## config.mk

```make
export PLATFORM = sky130hd
export DESIGN_NAME = next_fit_bitmap_allocator_top_flat
export DESIGN_NICKNAME = d
export VERILOG_FILES = /design/src/design/nfba_pkg.sv /design/src/design/nfba_if.sv /design/src/design/nfba_ctrl.sv /design/src/design/nfba_dp.sv /design/src/design/next_fit_bitmap_allocator_top.sv /design/src/flat_wrapper.sv
export SDC_FILE = /design/constraint.sdc
export NUM_CORES = 2
export LEC_CHECK = 0
export ABC_AREA = 0
export BUFFER_PORTS_ARGS = -buffer_cell sky130_fd_sc_hd__buf_4
export CAP_MARGIN = 20
export CORE_MARGIN = 4
export CORE_UTILIZATION = 30
export CTS_CLUSTER_DIAMETER = 50
export CTS_CLUSTER_SIZE = 8
export DETAILED_ROUTE_END_ITERATION = 10
export PLACE_DENSITY = 0.52
export SYNTH_ARGS = -nofsm -noshare
export SYNTH_HDL_FRONTEND = slang
export SYNTH_SLANG_ARGS = --single-unit
```

## constraint.sdc

```tcl
create_clock -name clk_i -period 7 [get_ports clk_i]
set_input_delay 1.05 -clock clk_i [delete_from_list [all_inputs] [get_ports clk_i]]
set_output_delay 1.05 -clock clk_i [all_outputs]
set_load 0.01 [all_outputs]
```

## src/design/nfba_pkg.sv

```systemverilog
package nfba_pkg;

  localparam int unsigned CELLS  = 256;
  localparam int unsigned CELL_W = $clog2(CELLS);
  localparam int unsigned PTR_W  = $clog2(CELLS + 1);

  typedef enum logic [1:0] {
    REQ_FIND  = 2'd0,
    REQ_PLACE = 2'd1,
    REQ_FREE  = 2'd2
  } req_type_e;

  typedef enum logic [2:0] {
    ST_IDLE,
    ST_DISPATCH,
    ST_SCAN_TAIL,
    ST_SCAN_HEAD,
    ST_FINISH
  } state_e;

  typedef struct packed {
    logic latch;
    logic start_tail;
    logic start_head;
    logic step;
    logic finish;
  } ctrl_cmd_t;

  typedef struct packed {
    logic is_find;
    logic len_zero;
    logic ptr_at_end;
    logic ptr_zero;
    logic hit;
    logic last_tail;
    logic last_head;
    logic slot_free;
  } dp_status_t;

endpackage

```

## src/design/nfba_if.sv

```systemverilog
interface nfba_req_if;
  logic        valid;
  logic        ready;
  logic [1:0]  req_type;
  logic [8:0]  run_length;
  logic [7:0]  offset;
  logic signed [31:0] value;
  logic [7:0]  base_in;

  modport source (output valid, req_type, run_length, offset, value, base_in, input ready);
  modport sink (input valid, req_type, run_length, offset, value, base_in, output ready);
endinterface

interface nfba_rsp_if;
  logic        valid;
  logic        ready;
  logic        ok;
  logic [7:0]  base_out;
  logic [31:0] base_sum;
  logic [31:0] success_count;
  logic [31:0] failure_count;

  modport source (output valid, ok, base_out, base_sum, success_count, failure_count,
                  input ready);
  modport sink (input valid, ok, base_out, base_sum, success_count, failure_count,
                output ready);
endinterface

```

## src/design/nfba_ctrl.sv

```systemverilog
module nfba_ctrl
  import nfba_pkg::*;
(
  input  logic       clk_i,
  input  logic       rst_ni,
  input  logic       in_valid_i,
  output logic       in_ready_o,
  input  dp_status_t status_i,
  output ctrl_cmd_t  cmd_o
);

  state_e state_q, state_d;

  always_ff @(posedge clk_i or negedge rst_ni) begin
    if (!rst_ni) begin
      state_q <= ST_IDLE;
    end else begin
      state_q <= state_d;
    end
  end

  always_comb begin
    state_d    = state_q;
    cmd_o      = '0;
    in_ready_o = 1'b0;
    unique case (state_q)
      ST_IDLE: begin
        in_ready_o = 1'b1;
        if (in_valid_i) begin
          cmd_o.latch = 1'b1;
          state_d     = ST_DISPATCH;
        end
      end
      ST_DISPATCH: begin
        if (!status_i.is_find || status_i.len_zero) begin
          state_d = ST_FINISH;
        end else if (!status_i.ptr_at_end) begin
          cmd_o.start_tail = 1'b1;
          state_d          = ST_SCAN_TAIL;
        end else if (!status_i.ptr_zero) begin
          cmd_o.start_head = 1'b1;
          state_d          = ST_SCAN_HEAD;
        end else begin
          state_d = ST_FINISH;
        end
      end
      ST_SCAN_TAIL: begin
        if (status_i.hit) begin
          cmd_o.step = 1'b1;
          state_d    = ST_FINISH;
        end else if (status_i.last_tail) begin
          if (status_i.ptr_zero) begin
            state_d = ST_FINISH;
          end else begin
            cmd_o.start_head = 1'b1;
            state_d          = ST_SCAN_HEAD;
          end
        end else begin
          cmd_o.step = 1'b1;
        end
      end
      ST_SCAN_HEAD: begin
        cmd_o.step = 1'b1;
        if (status_i.hit || status_i.last_head) begin
          state_d = ST_FINISH;
        end
      end
      ST_FINISH: begin
        if (status_i.slot_free) begin
          cmd_o.finish = 1'b1;
          state_d      = ST_IDLE;
        end
      end
      default: begin
        state_d = ST_IDLE;
      end
    endcase
  end

`ifndef SYNTHESIS
  a_ready_idle: assert property (@(posedge clk_i) disable iff (!rst_ni)
    in_ready_o |-> (state_q == ST_IDLE))
    else $error("ready outside idle");
  a_latch_dispatch: assert property (@(posedge clk_i) disable iff (!rst_ni)
    cmd_o.latch |=> (state_q == ST_DISPATCH))
    else $error("latch not followed by dispatch");
  a_finish_idle: assert property (@(posedge clk_i) disable iff (!rst_ni)
    cmd_o.finish |=> (state_q == ST_IDLE))
    else $error("finish not followed by idle");
`endif

endmodule

```

## src/design/nfba_dp.sv

```systemverilog
module nfba_dp
  import nfba_pkg::*;
(
  input  logic       clk_i,
  input  logic       rst_ni,
  nfba_req_if.sink   req_i,
  nfba_rsp_if.source rsp_o,
  input  ctrl_cmd_t  cmd_i,
  output dp_status_t status_o
);

  logic [1:0]        req_q;
  logic [PTR_W-1:0]  len_q;
  logic [7:0]        off_q;
  logic [31:0]       val_q;
  logic [CELL_W-1:0] bin_q;

  logic [PTR_W-1:0]  idx_q, run_q;
  logic [CELL_W-1:0] base_q;
  logic              found_q;
  logic [PTR_W-1:0]  ptr_q, ptr_d;
  logic [31:0]       total_q, total_d, succ_q, succ_d, fail_q, fail_d;
  logic [CELLS-1:0]  map_q, map_d;
  logic [31:0]       mem [CELLS];

  logic              out_valid_q, out_valid_d;
  logic              out_ok_q;
  logic [7:0]        out_base_q;
  logic [31:0]       out_sum_q, out_succ_q, out_fail_q;

  logic              cell_free, hit, is_find, find_ok;
  logic [PTR_W-1:0]  run_next;
  logic [CELL_W-1:0] base_next, tgt_base;
  logic [CELL_W:0]   tgt;
  logic              tgt_ok, do_mark, do_free, ok_d;

  always_ff @(posedge clk_i) begin
    if (cmd_i.latch) begin
      req_q <= req_i.req_type;
      len_q <= PTR_W'(req_i.run_length);
      off_q <= req_i.offset;
      val_q <= req_i.value;
      bin_q <= CELL_W'(req_i.base_in);
    end
  end

  assign cell_free = !map_q[idx_q[CELL_W-1:0]];
  assign run_next  = cell_free ? run_q + PTR_W'(1) : '0;
  assign hit       = (run_next == len_q);
  assign base_next = CELL_W'(idx_q + PTR_W'(1) - len_q);
  assign is_find   = (req_q == REQ_FIND);
  assign find_ok   = is_find && found_q;

  always_ff @(posedge clk_i or negedge rst_ni) begin
    if (!rst_ni) begin
      idx_q   <= '0;
      run_q   <= '0;
      found_q <= 1'b0;
    end else begin
      if (cmd_i.latch) begin
        found_q <= 1'b0;
      end
      if (cmd_i.start_tail) begin
        idx_q <= ptr_q;
        run_q <= '0;
      end else if (cmd_i.start_head) begin
        idx_q <= '0;
        run_q <= '0;
      end else if (cmd_i.step) begin
        idx_q <= idx_q + PTR_W'(1);
        run_q <= run_next;
        if (hit) begin
          found_q <= 1'b1;
        end
      end
    end
  end

  always_ff @(posedge clk_i) begin
    if (cmd_i.step && hit) begin
      base_q <= base_next;
    end
  end

  assign tgt_base = is_find ? base_q : bin_q;
  assign tgt      = {1'b0, tgt_base} + (CELL_W + 1)'(off_q);
  assign tgt_ok   = (tgt < (CELL_W + 1)'(CELLS));
  assign do_mark  = cmd_i.finish && (find_ok || (req_q == REQ_PLACE)) && tgt_ok;
  assign do_free  = cmd_i.finish && (req_q == REQ_FREE);

  always_comb begin
    map_d = map_q;
    for (int i = 0; i < CELLS; i++) begin
      if (do_free && (PTR_W'(i) >= PTR_W'(bin_q))
          && ((PTR_W'(i) - PTR_W'(bin_q)) < len_q)) begin
        map_d[i] = 1'b0;
      end
    end
    if (do_mark) begin
      map_d[tgt[CELL_W-1:0]] = 1'b1;
    end
  end

  always_ff @(posedge clk_i) begin
    if (do_mark) begin
      mem[tgt[CELL_W-1:0]] <= val_q;
    end
  end

  always_comb begin
    ptr_d   = ptr_q;
    total_d = total_q;
    succ_d  = succ_q;
    fail_d  = fail_q;
    if (find_ok) begin
      ptr_d   = PTR_W'(base_q) + len_q;
      total_d = total_q + 32'(base_q);
      succ_d  = succ_q + 32'd1;
    end else if (is_find) begin
      fail_d = fail_q + 32'd1;
    end
  end

  assign ok_d        = find_ok || (req_q == REQ_PLACE) || (req_q == REQ_FREE);
  assign out_valid_d = cmd_i.finish ? 1'b1 : (rsp_o.ready ? 1'b0 : out_valid_q);

  always_ff @(posedge clk_i or negedge rst_ni) begin
    if (!rst_ni) begin
      map_q       <= '0;
      ptr_q       <= '0;
      total_q     <= '0;
      succ_q      <= '0;
      fail_q      <= '0;
      out_valid_q <= 1'b0;
    end else begin
      map_q       <= map_d;
      out_valid_q <= out_valid_d;
      if (cmd_i.finish) begin
        ptr_q   <= ptr_d;
        total_q <= total_d;
        succ_q  <= succ_d;
        fail_q  <= fail_d;
      end
    end
  end

  always_ff @(posedge clk_i) begin
    if (cmd_i.finish) begin
      out_ok_q   <= ok_d;
      out_base_q <= 8'(find_ok ? base_q : bin_q);
      out_sum_q  <= total_d;
      out_succ_q <= succ_d;
      out_fail_q <= fail_d;
    end
  end

  assign rsp_o.valid         = out_valid_q;
  assign rsp_o.ok            = out_ok_q;
  assign rsp_o.base_out      = out_base_q;
  assign rsp_o.base_sum      = out_sum_q;
  assign rsp_o.success_count = out_succ_q;
  assign rsp_o.failure_count = out_fail_q;

  assign status_o.is_find    = is_find;
  assign status_o.len_zero   = (len_q == '0);
  assign status_o.ptr_at_end = (ptr_q == PTR_W'(CELLS));
  assign status_o.ptr_zero   = (ptr_q == '0);
  assign status_o.hit        = hit;
  assign status_o.last_tail  = (idx_q == PTR_W'(CELLS - 1));
  assign status_o.last_head  = (idx_q == ptr_q - PTR_W'(1));
  assign status_o.slot_free  = !out_valid_q || rsp_o.ready;

`ifndef SYNTHESIS
  a_ptr_range: assert property (@(posedge clk_i) disable iff (!rst_ni)
    ptr_q <= PTR_W'(CELLS))
    else $error("resume pointer out of range");
  a_finish_slot: assert property (@(posedge clk_i) disable iff (!rst_ni)
    cmd_i.finish |-> (!out_valid_q || rsp_o.ready))
    else $error("result overwrites pending transfer");
  a_step_range: assert property (@(posedge clk_i) disable iff (!rst_ni)
    cmd_i.step |-> (idx_q < PTR_W'(CELLS)))
    else $error("scan index past last cell");
  a_success_count: assert property (@(posedge clk_i) disable iff (!rst_ni)
    (cmd_i.finish && find_ok) |=> (succ_q == $past(succ_q) + 32'd1))
    else $error("success count not advanced");
`endif

endmodule

```

## src/design/next_fit_bitmap_allocator_top.sv

```systemverilog
// Channel  Dir  Handshake     Payload
// req_i    in   valid/ready   req_type, run_length, offset, value, base_in
// rsp_o    out  valid/ready   ok, base_out, base_sum, success_count, failure_count
//
// Find: idle, dispatch, a scan of up to CELLS cells at one cell a cycle, finish.
// Place, free and unused codes: idle, dispatch, finish.
// Reset clears the bitmap, resume pointer and counters at once; no clearing pass.
// A result register holds the response; the next request is taken while it waits,
// and the closing step holds until that register is free.
module next_fit_bitmap_allocator_top
  import nfba_pkg::*;
(
  input  logic       clk_i,
  input  logic       rst_ni,
  nfba_req_if.sink   req_i,
  nfba_rsp_if.source rsp_o
);

  ctrl_cmd_t  cmd;
  dp_status_t status;
  logic       in_ready;

  assign req_i.ready = in_ready;

  nfba_ctrl u_ctrl (
    .clk_i      (clk_i),
    .rst_ni     (rst_ni),
    .in_valid_i (req_i.valid),
    .in_ready_o (in_ready),
    .status_i   (status),
    .cmd_o      (cmd)
  );

  nfba_dp u_dp (
    .clk_i    (clk_i),
    .rst_ni   (rst_ni),
    .req_i    (req_i),
    .rsp_o    (rsp_o),
    .cmd_i    (cmd),
    .status_o (status)
  );

endmodule
```

## src/flat_wrapper.sv

```systemverilog
// flat-port wrapper written by rule: the top's interface ports become plain ports
module next_fit_bitmap_allocator_top_flat import nfba_pkg::*;
  (clk_i, rst_ni, req_i_valid, req_i_req_type, req_i_run_length, req_i_offset, req_i_value, req_i_base_in, req_i_ready, rsp_o_valid, rsp_o_ok, rsp_o_base_out, rsp_o_base_sum, rsp_o_success_count, rsp_o_failure_count, rsp_o_ready);
  nfba_req_if req_i_i ();
  nfba_rsp_if rsp_o_i ();
  input  logic clk_i;
  input  logic rst_ni;
  input wire logic [$bits(req_i_i.valid)-1:0] req_i_valid;
  input wire logic [$bits(req_i_i.req_type)-1:0] req_i_req_type;
  input wire logic [$bits(req_i_i.run_length)-1:0] req_i_run_length;
  input wire logic [$bits(req_i_i.offset)-1:0] req_i_offset;
  input wire logic [$bits(req_i_i.value)-1:0] req_i_value;
  input wire logic [$bits(req_i_i.base_in)-1:0] req_i_base_in;
  output wire logic [$bits(req_i_i.ready)-1:0] req_i_ready;
  output wire logic [$bits(rsp_o_i.valid)-1:0] rsp_o_valid;
  output wire logic [$bits(rsp_o_i.ok)-1:0] rsp_o_ok;
  output wire logic [$bits(rsp_o_i.base_out)-1:0] rsp_o_base_out;
  output wire logic [$bits(rsp_o_i.base_sum)-1:0] rsp_o_base_sum;
  output wire logic [$bits(rsp_o_i.success_count)-1:0] rsp_o_success_count;
  output wire logic [$bits(rsp_o_i.failure_count)-1:0] rsp_o_failure_count;
  input wire logic [$bits(rsp_o_i.ready)-1:0] rsp_o_ready;
  assign req_i_i.valid = req_i_valid;
  assign req_i_i.req_type = req_i_req_type;
  assign req_i_i.run_length = req_i_run_length;
  assign req_i_i.offset = req_i_offset;
  assign req_i_i.value = req_i_value;
  assign req_i_i.base_in = req_i_base_in;
  assign req_i_ready = req_i_i.ready;
  assign rsp_o_valid = rsp_o_i.valid;
  assign rsp_o_ok = rsp_o_i.ok;
  assign rsp_o_base_out = rsp_o_i.base_out;
  assign rsp_o_base_sum = rsp_o_i.base_sum;
  assign rsp_o_success_count = rsp_o_i.success_count;
  assign rsp_o_failure_count = rsp_o_i.failure_count;
  assign rsp_o_i.ready = rsp_o_ready;
  next_fit_bitmap_allocator_top u_core (.clk_i(clk_i), .rst_ni(rst_ni), .req_i(req_i_i), .rsp_o(rsp_o_i));
endmodule
```

* Yosys cells after proc, flatten, opt, wreduce, memory -nomap -nowiden
Index checks and enable logic that the tools add are counted.
Widths: inputs -> output; s select.
** Storage, ports and cells
- Bits in registers :: 524
- Output and inout port bits :: 107
** Operators by class
- $lt $le $gt $ge :: 515
- Eq/ne operators :: 14
- Add/sub/neg operators :: 265
- Muxes and demuxes :: 306
- Bitwise gates (word level) :: 1
- Reduce and logical (&&, ||, !) cells :: 532
** Operators by type and width (number)
- $lt 9x9->1 :: 256
- $sub 8x8->9 const A :: 128
- $ge 8x8->1 const A :: 127
- $sub 7x8->9 const A :: 64
- $logic_and 1x1->1 :: 517
- $ge 7x8->1 const A :: 64
- $sub 6x8->9 const A :: 32
- $mux 1 :: 278
- $ge 6x8->1 const A :: 32
- $mux 256 :: 1
- $or 256x256->256 :: 1
- $sub 5x8->9 const A :: 16
- $ge 5x8->1 const A :: 16
- $mux 32 :: 4
- $sub 4x8->9 const A :: 8
- $add 32x1->32 const B :: 2
- $ge 4x8->1 const A :: 8
- $mux 9 :: 7
- $sub 3x8->9 const A :: 4
- $add 32x8->32 :: 1
- $ge 3x8->1 const A :: 4
- $mux 3 :: 8
- $add 9x1->9 const B :: 2
- $eq 9x9->1 :: 2
- 36 further kinds :: 51

* Logic depth before layout (Yosys ltp)
- Depth after elaboration :: 10
- Depth in mapped cells :: 18
- Gate-level depth less buffers :: 15

* Least setup slack after synthesis
No wires, ideal clock.
- Path kind :: reg2reg
- Start :: register u_core.u_dp.len_q[7]
- End :: register u_core.u_dp.map_q[129]
- Slack :: 0.434 ns
- Data required time :: 6.868 ns
- Stages on the path, launching flop included :: 6
- Clock period less this slack :: 6.566 ns
- Library setup time :: 0.132 ns
- Path buffers :: 0
- Data arrival time :: 6.435 ns
- Cells stage by stage :: edfxtp_1 -> inv_1 -> ha_1 -> a21o_1 -> a2111o_1 -> o2bb2ai_1
** Between the ends
- Cells in the longest elaborated chain, start to end :: 5
** RTL lines
- from (decl) :: line nfba_dp.sv:13 : logic [PTR_W-1:0] len_q;
- from (signal assigned) :: line nfba_dp.sv:40 : len_q <= PTR_W'(req_i.run_length);
- $lt 9x9->1 (*) :: line nfba_dp.sv:95 : && ((PTR_W'(i) - PTR_W'(bin_q)) < len_q)) begin
- $logic_and 1x1->1 (*) :: line nfba_dp.sv:95
- $mux 1 (*) :: line nfba_dp.sv:94 : if (do_free && (PTR_W'(i) >= PTR_W'(bin_q))
- $or 256x256->256 (no line)
- $mux 256 (*) :: line nfba_dp.sv:99 : if (do_mark) begin
- named net u_core.u_dp.map_d[129] :: line nfba_dp.sv:23 : logic [CELLS-1:0] map_q, map_d;
- to (signal assigned) :: line nfba_dp.sv:136 : map_q <= map_d;
- to (decl) :: line nfba_dp.sv:23
The timed path passes the listed nets; every way through them passes the cells marked *.
A chain may end at the register's enable or synchronous reset.

* Worst setup path after layout
- Start :: register u_core.u_dp.idx_q[0]
- End :: register u_core.u_dp.idx_q[2]
** Between the ends
- Cells in the longest elaborated chain, start to end :: 8
- Elaborated cells between the ends (all ways) :: 16
- Classes of those cells :: 1 x add/sub; 2 x eq/ne; 12 x mux; 1 x reduce/logical
** RTL lines
- from (decl) :: line nfba_dp.sv:18 : logic [PTR_W-1:0] idx_q, run_q;
- from (signal assigned) :: line nfba_dp.sv:64 : idx_q <= ptr_q;
- from (signal assigned) :: line nfba_dp.sv:70 : idx_q <= idx_q + PTR_W'(1);
- $bmux 1 s8 :: line nfba_dp.sv:47 : assign cell_free = !map_q[idx_q[CELL_W-1:0]];
- $mux 1 (not written as such) :: line nfba_dp.sv:47
- $mux 9 :: line nfba_dp.sv:48 : assign run_next = cell_free ? run_q + PTR_W'(1) : '0;
- $eq 9x9->1 :: line nfba_dp.sv:49 : assign hit = (run_next == len_q);
- $mux 1 :: line nfba_ctrl.sv:48 : if (status_i.hit) begin
- $pmux 1 s2 :: line nfba_ctrl.sv:26 : unique case (state_q)
- $mux 9 :: line nfba_dp.sv:66 : end else if (cmd_i.start_head) begin
- $mux 9 :: line nfba_dp.sv:63 : if (cmd_i.start_tail) begin
Several ways; a longest one is shown, not always the timed one. The select of a mux whose other input is x is not followed.

==> flow_metrics.py <==
metrics = {
    "worst_setup_path": {
        "worstReg2RegStart": "u_core.u_dp.idx_q[0]",
        "arrival_ns": 6.02,
        "path_delay_family": "compound AO/OA/AOI/OAI gates",
        "crit_slowest_cell": "dfrtp_4",
        "crit_fanout": 27,
        "critical_path_buf_inv_count": 1,
        "startpoint_type": "flop",
        "startpoint": "u_core.u_dp.idx_q[0]",
        "path_cells": "buf_4 > mux4_2 > o22ai_1 > nor2_1 > or4_1 > a2111oi_2 > or3b_1 > mux2i_1 > o22ai_2 > nor2_1 > o2bb2a_4",
        "crit_path_end_kind": "flop",
        "path_class": "flop to flop",
        "crit_path_max_incr_delay_ns": 0.95,
        "crit_top_cell": "nor2_1",
        "worstPathRequired_ns": 7.62,
    },
    "clocking": {
        "hold_buffers": 0,
        "cts_buffers": 97,
        "cts_setup_buffers": 0,
        "clkSinkCount": 524,
        "cts-root-buf": "clkbuf_16",
        "cts_max_path_buffers": 3,
        "ctsResizeCount": 0,
        "ctsHtreeMaxLevel": 3,
        "clock_latency_ns": 0.73,
        "clkTransAtPathRegs_ns": 0.05,
        "cts_tree": "done",
    },
    "placed_design": {
        "dpl_cell_area_um2": 54100,
        "portBuffers": 137,
        "gp_congestion": 0.9634,
        "dp_hpwl_um": 152900,
    },
    "timing": {
        "slew_headroom": 0.1746,
        "min_period_over_period": 0.7726,
        "rsz0062_at_grt": "no",
        "min_period_ns": 5.408,
        "finalClockSkew_ns": 0.03641,
        "worst_pin_slew_ns": 1.235,
        "hold_violations": 0,
        "setup_viol": 0,
        "slew_violations": 0,
        "fmaxAchievable_mhz": 184.9,
        "fin_setup_tns_ns": 0,
    },
    "floorplan": {
        "floorplan.initialDensity": 0.3026,
        "coreArea_um2": 165400,
        "fp.dieH_um": 416.4,
        "num_rows": 149,
        "dieArea_um2": 173400,
        "die_w_um": 416.4,
        "ioPinCount": 170,
    },
    "logic_synthesis": {
        "async_reset_ff_frac": 0.7328,
        "synth_area_per_cell_um2": 8.963,
        "postSynthCellCount": 5583,
        "synth_edf_count": 140,
        "yosysUniqueCellTypes": 83,
        "netlist_area_um2": 50040,
        "yosysTopAreaCell": "ha_1",
        "synthTopCellsByArea": "ha_1, dfrtp_1, edfxtp_1, a21o_1, xnor2_1",
        "synth_seq_cells": 524,
        "synth_warnings": 0,
        "syn_nets": 6485,
        "ys_seq_area_frac": 0.2760,
        "synth_top_area_share": 0.2088,
        "yosys_most_used_dff": "dfrtp_1",
    },
    "finish": {
        "syn_to_final_growth_pct": 14.60,
        "finalNetCount": 6553,
        "postLayoutCellArea_um2": 57350,
        "drive_gt1_frac": 0.1007,
        "utilization": 0.3468,
        "fillers": 16910,
    },
    "pwr": {
        "ir_worst_vdd_mv": 0.2158,
        "p_leak_uw": 0.02765,
        "p_per_area_nw_per_um2": 359.6,
    },
    "route": {
        "wl_per_cell_um": 27.63,
        "drc": 0,
        "vias_per_cell": 5.785,
        "antenna_left": 0,
        "wirelength_um": 218900,
        "dr_total_vias": 45840,
        "drt_iter0_markers": 5460,
        "drtPass1Iterations": 6,
    },
    "grt": {
        "grt_busiest_layer": "met2",
        "antenna_found_initial": 8,
        "grt_max_degree": 141,
        "gr-usage-met2": 0.3516,
        "grt_pass1_vias": 43830,
        "grt_pass1_wl_um": 315200,
        "grt_use_met3": 0.05769,
        "grt_use_met1": 0.3346,
        "gr-usage-all-layers": 0.2448,
        "grt_remaining_overflow": 0,
    },
    "status": {
        "status": "finished clean",
    },
    "hold_path": {
        "hold_path_class": "input pin to asynchronous set/reset pin",
    },
    "job": {
        "drv_cap": 0,
    },
}
-- cells in the mapped netlist, types with 6 or more instances --
master     number
o211ai_1       10
xnor2_1       344
and3_1         24
or3_1           6
o21ai_0       187
o22ai_1       181
mux2_2         10
a21boi_0       20
nor2b_1        40
mux4_2         58
and2_1         41
inv_1         575
nor2_1        189
a221oi_1       68
nand2_1       481
xor2_1        125
mux2i_1        11
buf_1          59
buf_2          15
nand2b_1       35
a311oi_1       27
a21oi_1       329
nor4_1         12
nand3_1        99
nand4_1        36
dfrtp_1       384
a22oi_1        35
o2111ai_1       6
edfxtp_1      140
o21bai_1       20
a32oi_1         8
buf_4          11
clkbuf_1      263
a31oi_1        28
a2111oi_0     188
o2bb2ai_1      67
a21o_1        431
nor3_1         38
ha_1          835
a211oi_1       59
-- flip-flops by register name (all words and copies together), names as in the netlist --
register                         flops
u_core.u_dp.base_q                   8
u_core.u_dp.rsp_o.valid              1
u_core.u_dp.rsp_o.failure_count     32
u_core.u_dp.run_q                    9
u_core.u_dp.len_q                    9
u_core.u_dp.rsp_o.success_count     32
u_core.u_dp.succ_q                  32
u_core.u_dp.rsp_o.ok                 1
u_core.u_dp.off_q                    8
u_core.u_dp.req_q                    2
u_core.u_dp.fail_q                  32
u_core.u_dp.ptr_q                    9
u_core.u_ctrl.state_q                3
u_core.u_dp.idx_q                    9
u_core.u_dp.rsp_o.base_out           8
u_core.u_dp.map_q                  256
u_core.u_dp.bin_q                    8
u_core.u_dp.total_q                 32
u_core.u_dp.rsp_o.base_sum          32
u_core.u_dp.found_q                  1
-- cell families after synthesis --
family	Yosys count	share of synthesized area
AO/OA/AOI/OAI	1713	0.2367
AND/OR/NAND/NOR	1029	0.09279
buffers and inverters	930	0.07144
adder cells (fa/ha/maj)	839	0.2104
flip-flops	524	0.2760
XOR/XNOR	469	0.08209
multiplexers	79	0.03055
-- where the power goes --
group / switching, µW / total [µW] / leakage [µW] / internal (µW)
sequential: 636 / 4510 / 0.00598 / 3870
clock: 1780 / 4680 / 0.00154 / 2900
combinational: 7280 / 11400 / 0.0201 / 4150
total: 9700 / 20600 / 0.0277 / 10900
-- cells in the final DEF, fill, tap and decap left out, drive strengths merged, types with 36 or more instances in the layout --
cell type    n
ha         835
inv        575
nand2      481
a21o       431
dfrtp      384
xnor2      344
a21oi      329
buf        318
o21ai      193
a2111oi    191
nor2       189
o22ai      182
clkbuf     142
edfxtp     140
xor2       125
nand3       99
a221oi      68
o2bb2ai     67
a211oi      59
mux4        58
and2        44
nor3        41
nor2b       40
nand4       36
-- worst reg2reg max path, delay by kind of cell (launching register included) --
family                 cells  cell delay, ns
buffers and inverters      1            0.57
AOI/OAI and AO/OA          4            2.02
and+or+nand+nor            4            1.04
muxes                      2            0.72
DFF                        1            0.95
-- metrics by stage --
step | total power (µW) | setup slack, ns | hold slack, ns | cells
2_1_floorplan | 11440 | 0.4335 | 0.4438 | 5583
3_3_place_gp | 15370 | 1.621 | 0.4607 | 7736
3_5_place_dp | 15580 | 1.602 | 0.4677 | 7739
4_1_cts | 20370 | 1.616 | 0.3688 | 7919
5_1_grt | 21820 | 1.515 | 0.4000 | 7921
6_report | 20620 | 1.592 | 0.3595 | 7924
-- routing by layer --
layer  vias to the layer above  routed length (µm)
li1                      20390                   -
met1                     22330               93180
met2                      2475               88570
met3                       650               22290
met4                         0               14860
met5                         -                   0
-- path summary, 6_finish.rpt --
| kind | end | slack, ns | cells after the start |
|---|---|---|---|
| max | u_core.u_dp.idx_q[2] | 1.59 | 11 |
| min | u_core.u_dp.map_q[150] | 0.36 | 1 |
| max reg2reg | u_core.u_dp.idx_q[2] | 1.59 | 11 |
| min reg2reg | u_core.u_dp.map_q[149] | 0.48 | 1 |
| max in group asynchronous | u_core.u_dp.map_q[210] | 5.26 | 2 |
| min in group clk_i | u_core.u_dp.map_q[149] | 0.48 | 1 |
-- area by class of cell --
| type | instances | area (µm²) | area share |
|---|---|---|---|
| multi-input combinational | 4129 | 32720 | 0.5706 |
| sequential | 524 | 13820 | 0.2411 |
| tap | 2189 | 2739 | 0.04776 |
| clock buffer | 141 | 2683 | 0.04678 |
| timing repair buffer | 319 | 2619 | 0.04567 |
| inverter | 580 | 2208 | 0.03851 |
| clock inverter | 39 | 545.5 | 0.009513 |
| antenna | 3 | 7.507 | 0.0001309 |
(Power assumes the default switching activity.)
